===== config.mk =====
export PLATFORM = sky130hd
export DESIGN_NAME = pida_cell
export DESIGN_NICKNAME = d
export VERILOG_FILES = /design/src/sv/pida_pkg.sv /design/src/sv/pida_cell.sv
export SDC_FILE = /design/constraint.sdc
export NUM_CORES = 1
export LEC_CHECK = 0
export BUFFER_PORTS_ARGS = -buffer_cell sky130_fd_sc_hd__buf_2
export CAP_MARGIN = 20
export CORE_ASPECT_RATIO = 0.7
export CORE_MARGIN = 2
export CORE_UTILIZATION = 40
export DETAILED_ROUTE_END_ITERATION = 12
export PLACE_DENSITY = 0.73
export SLEW_MARGIN = 20
export SYNTH_ARGS = -nofsm -noshare
export SYNTH_HDL_FRONTEND = slang
export SYNTH_SLANG_ARGS = --single-unit

===== constraint.sdc =====
create_clock -name clk -period 1.95 [get_ports clk]
set_input_delay 0.39 -clock clk [delete_from_list [all_inputs] [get_ports clk]]
set_output_delay 0.39 -clock clk [all_outputs]
set_load 0.02 [all_outputs]

===== src/sv/pida_pkg.sv =====
package pida_pkg;

    localparam int DEPTH      = 64;
    localparam int WORD_WIDTH = 32;

    localparam int IN_W   = 32;
    localparam int MIN_W  = (WORD_WIDTH < IN_W) ? WORD_WIDTH : IN_W;
    localparam int CNT_W  = $clog2(DEPTH + 1);
    localparam int POS_W  = (CNT_W > 6) ? CNT_W : 6;
    localparam int GRP    = 8;
    localparam int NGRP   = (DEPTH + GRP - 1) / GRP;

    typedef logic [WORD_WIDTH-1:0] word_t;
    typedef logic [CNT_W-1:0]      cnt_t;
    typedef logic [POS_W-1:0]      pos_t;

    typedef enum logic [1:0] {
        OP_INSERT = 2'd0,
        OP_DELETE = 2'd1,
        OP_READ   = 2'd2
    } op_t;

    typedef struct packed {
        logic  ins;
        logic  del;
        pos_t  pos;
        word_t word;
    } cell_ctrl_t;

endpackage


===== src/sv/pida_cell.sv =====
module pida_cell (
    input  logic                 clk,
    input  logic                 rst_n,
    input  pida_pkg::pos_t       idx,
    input  pida_pkg::cell_ctrl_t ctrl,
    input  pida_pkg::word_t      left_val,
    input  pida_pkg::word_t      right_val,
    output pida_pkg::word_t      value,
    output pida_pkg::word_t      tap
);

    pida_pkg::word_t value_reg;
    pida_pkg::word_t value_next;

    always_comb
    begin
        value_next = value_reg;
        if (ctrl.ins)
        begin
            if (idx > ctrl.pos)
                value_next = left_val;
            else if (idx == ctrl.pos)
                value_next = ctrl.word;
        end
        else if (ctrl.del)
        begin
            if (idx >= ctrl.pos)
                value_next = right_val;
        end
    end

    always_ff @(posedge clk or negedge rst_n)
    begin
        if (!rst_n)
            value_reg <= '0;
        else
            value_reg <= value_next;
    end

    assign value = value_reg;
    assign tap   = (idx == ctrl.pos) ? value_reg : '0;

endmodule


; After elaboration in Yosys (flattened, before gate mapping)
; Cells that the tools add are included.
[classes]
n_eq_ne = 2
reduce_logical = 3
muxes = 6
order_cmp = 2
[ops]
columns = op, n
row1 = 32-bit 2-to-1 mux, 6
row2 = 7-bit == test, 1
row3 = 7-bit >= comparator, 1
row4 = 7-bit > comparator, 1
row5 = 2-bit nonzero test, 2
row6 = 3-bit by 1-bit != test with 1-bit output (second input constant), 1
row7 = 3-bit AND reduction, 1
[word_totals]
reg_bits = 32
out_inout_bits = 64
inputBits = 114

; Longest topological paths before layout
[depth]
word_depth = 4
depth_mapped = 10

; Worst setup path before layout
; OpenSTA, ideal clock, no wires.
[synth_timing]
path_type = in2reg
from = input ctrl[36] (netlist bit)
to = register value_reg[0] (netlist: value[0])
setup_ns = 0.125
t_required_ns = 1.825
cell_stages = 9
path_slack_ns = -0.245
t_arrival_ns = 2.070
path_cell_list = inv_1 ha_1 a21o_1 and3_1 buf_6 a2111oi_4 nor2_1 buf_6 mux2_4
[synth_via]
elab_chain_len = 3
[synth_rtl]
columns = element, line_no
row1 = start: declaration, pida_cell.sv:5  ; input pida_pkg::cell_ctrl_t ctrl,
row2 = 7-bit > comparator (tied with other cells), pida_cell.sv:20  ; if (idx > ctrl.pos)
row3 = 3-bit by 1-bit != test with 1-bit output (no line) (tied with other cells), --
row4 = 3-bit AND reduction (no line) / 32-bit 2-to-1 mux (equally long branches), --
row5 = end signal: assignment, pida_cell.sv:37  ; value_reg <= value_next;
row6 = end: declaration, pida_cell.sv:12  ; pida_pkg::word_t value_reg;
; Parallel ways exist; a longest one is shown, timed or not.
; A chain may end at the register's enable or synchronous reset.

; Final worst setup path
[layout_timing]
from = input ctrl[36] (netlist bit)
to = register value_reg[6] (netlist: value[6])
; The elaborated chain is that of the path after synthesis.

==> out/qor.txt <==
Initial antenna violation count: 1
Slew HR: 79.2%
Vias in the first global route: 3,407
Starting density of the core: 41.5%
Fin crit share: 102%
Placer congestion estimate: 0.848
Die Ht: 80.0 µm
Synth cell types: 28
RSZ-0062 raised after global routing: yes
Port-buffer cells: 177
Leakage: 2.27 nW
Setup Crit Path Kind: in -> reg
Area delta synth->final: 45.0%
Fmax: 501 MHz
Final core utilization: 60.3%
Hpwl dp: 7.87 mm
Count of final hold-check violations: 0
FF/Latch Area: 801 µm²
Largest area contributor in the netlist: dfrtp_1
RR Startpoint: value[9]$_DFFE_PN0P_
Clock Latency Late Sink: 0.27 ns
H-tree Lvls: 2
Area taken by multi-input logic gates: 0.00236 mm²
Die area: 0.00900 mm²
First-pass GRT wire length: 17.0 mm
Commonest non-fill, non-tap cell in the layout: buf_2
Syn. warnings: 0
Grt total ovfl: 0
Worst reg2reg endpoint: value[9]$_DFFE_PN0P_
Post-CTS setup buffers: 0
CTS tree: yes
Max Root-Sink Buffers: 2
# IOs: 178
Top cells by area, synth: dfrtp_1, a41oi_2, mux2_4
Drt drc: 0
Setup TNS Final: -0.198 ns
Ys async rst share: 100%
Top cell type's share of synthesized area: 24.3%
# fillers: 669
Min-delay worst type: in -> async
Commonest cells after routing, fill and taps aside: buf_2, nand2_1
Final net count: 619
Yosys reg bits: 32
Post-route ant nets: 0
Slew Limit Fails: 0
Vias/cell: 5.80
Root buf cell: clkbuf_16
# clock sinks: 32
# rows: 27
Pre-antenna DRT Iters: 4
CTS Buf Count: 5
Initial drt markers: 160
Reg clk slew, reported paths: 0.05 ns
Setup crit end kind: flop
Vias: 3,472
Worst EP required: 2.16 ns
# Max-Cap Violations: 0
GRT Overall Usage: 23.6%
Largest net degree at the start of global routing: 45
Average routed wire per standard cell: 18.6 µm
Slew @ Worst Pin: 0.312 ns
Crit Path Max Fanout: 19
R2R setup slack: 1.13 ns
Synthesized area per cell: 10.1 µm²
Drt total wl: 11.2 mm
Hold_buf cts: 0
EDFF count, synth: 0
Core footprint: 0.00794 mm²
Final Setup Violations: 12
Number of flip-flops in the largest register: 32
Status: complete, but fails checks
Die Wd: 113 µm
Final WS setup: -0.0459 ns
Crit path time final: 2.00 ns
Predominant post-synthesis flop cell: dfrtp_1
Cell count after synthesis: 327
Peak VDD IR: 377 µV
Syn Std Cell Area: 0.00330 mm²
N_diodes: 0
Crit path DAT: 2.21 ns
Pre-CTS setup slack: -0.431 ns
CP Launch Type: primary input
Synthesized net count: 448
Layout cell share with drive strength beyond 1: 60.6%
Power per cell area: 785 mW/mm²
Seq/Total Area, Yosys: 24.3%
Cells on worst reg2reg path: 1
Failing checks: setup timing
Setup Skew: 0 ns
==> power breakdown <==
part / internal (mW) / total [mW] / switching [mW]
combinational: 0.905 / 1.80 / 0.890
sequential: 0.923 / 1.15 / 0.232
clock: 0.535 / 0.805 / 0.270
total: 2.36 / 3.75 / 1.39
==> worst max-delay path, cell delays in order <==
cell,delay [ns]
buf_8,0.09
inv_12,0.03
ha_4,0.22
and4_4,0.20
a21boi_4,0.17
buf_12,0.16
or4b_4,0.54
a41oi_2,0.22
mux2_4,0.17
==> worst max-delay path by stage <==
stage | to | startpoint
after CTS | value[8]$_DFFE_PN0P_ | ctrl[36]
final | value[6]$_DFFE_PN0P_ | ctrl[36]
after global placement | value[21]$_DFFE_PN0P_ | ctrl[36]
after floorplan | value[10]$_DFFE_PN0P_ | ctrl[36]
after detailed placement | value[29]$_DFFE_PN0P_ | ctrl[36]
after global routing | value[8]$_DFFE_PN0P_ | ctrl[36]
==> per-layer routing <==
| layer | GRT usage (%) | vias up | part of all wire [%] |
|---|---|---|---|
| met2 | 38.4 | 168 | 45 |
| met5 | 0 | - | 0.27 |
| met3 | 5.92 | 12 | 7.6 |
| li1 | - | 1604 | - |
| met1 | 31.4 | 1686 | 46 |
| met4 | 6.34 | 2 | 1.0 |
==> cells by family (layout without fill, tap and decap cells) <==
| group | count (synthesis) | count (layout) | share of synthesized area (%) |
|---|---|---|---|
| simple gates | 136 | 136 | 24.6 |
| flops | 32 | 32 | 24.3 |
| mux | 32 | 32 | 14.3 |
| compound gates | 72 | 72 | 25.4 |
| buf+inv | 48 | 219 | 8.73 |
| fa+ha+maj | 7 | 7 | 2.66 |
==> cell type report <==
| class | instances | area share [%] |
|---|---|---|
| Timing Repair Buffer | 205 | 27.2 |
| Multi-Input combinational cell | 247 | 49.4 |
| Tap cell | 101 | 2.64 |
| Inverter | 7 | 0.863 |
| Sequential cell | 32 | 16.7 |
| Clock buffer | 7 | 3.19 |
==> cell usage after synthesis (2+ instances only) <==
master / number
buf_2: 5
ha_1: 7
o211ai_1: 32
and3_1: 34
nor2_1: 33
a41oi_2: 30
buf_6: 9
buf_4: 5
a21o_1: 3
nand2_1: 33
clkbuf_1: 20
inv_1: 7
mux2_4: 30
mux2_2: 2
a41oi_1: 2
dfrtp_1: 32
or4b_1: 32
==> repair_timing <==
| item | CTS | global route |
|---|---|---|
| resized for setup | 16 | 10 |
| setup endpoints to repair | 64 | 62 |
| pin swaps | 5 | 11 |
| gates cloned | 0 | 2 |
==> through the flow <==
stage                     instance area, µm²  instances  total power, mW  hold WS [ns]
after global placement                  4480        590             2.86         0.363
after CTS                               4690        597             3.73        0.0707
after floorplan                         3430        327             2.26        0.0944
final                                   4780        599             3.75        0.0685
after global routing                    4780        599             3.94        0.0754
after detailed placement                4480        590             2.90         0.362
Power figures use the tool's default switching activity.
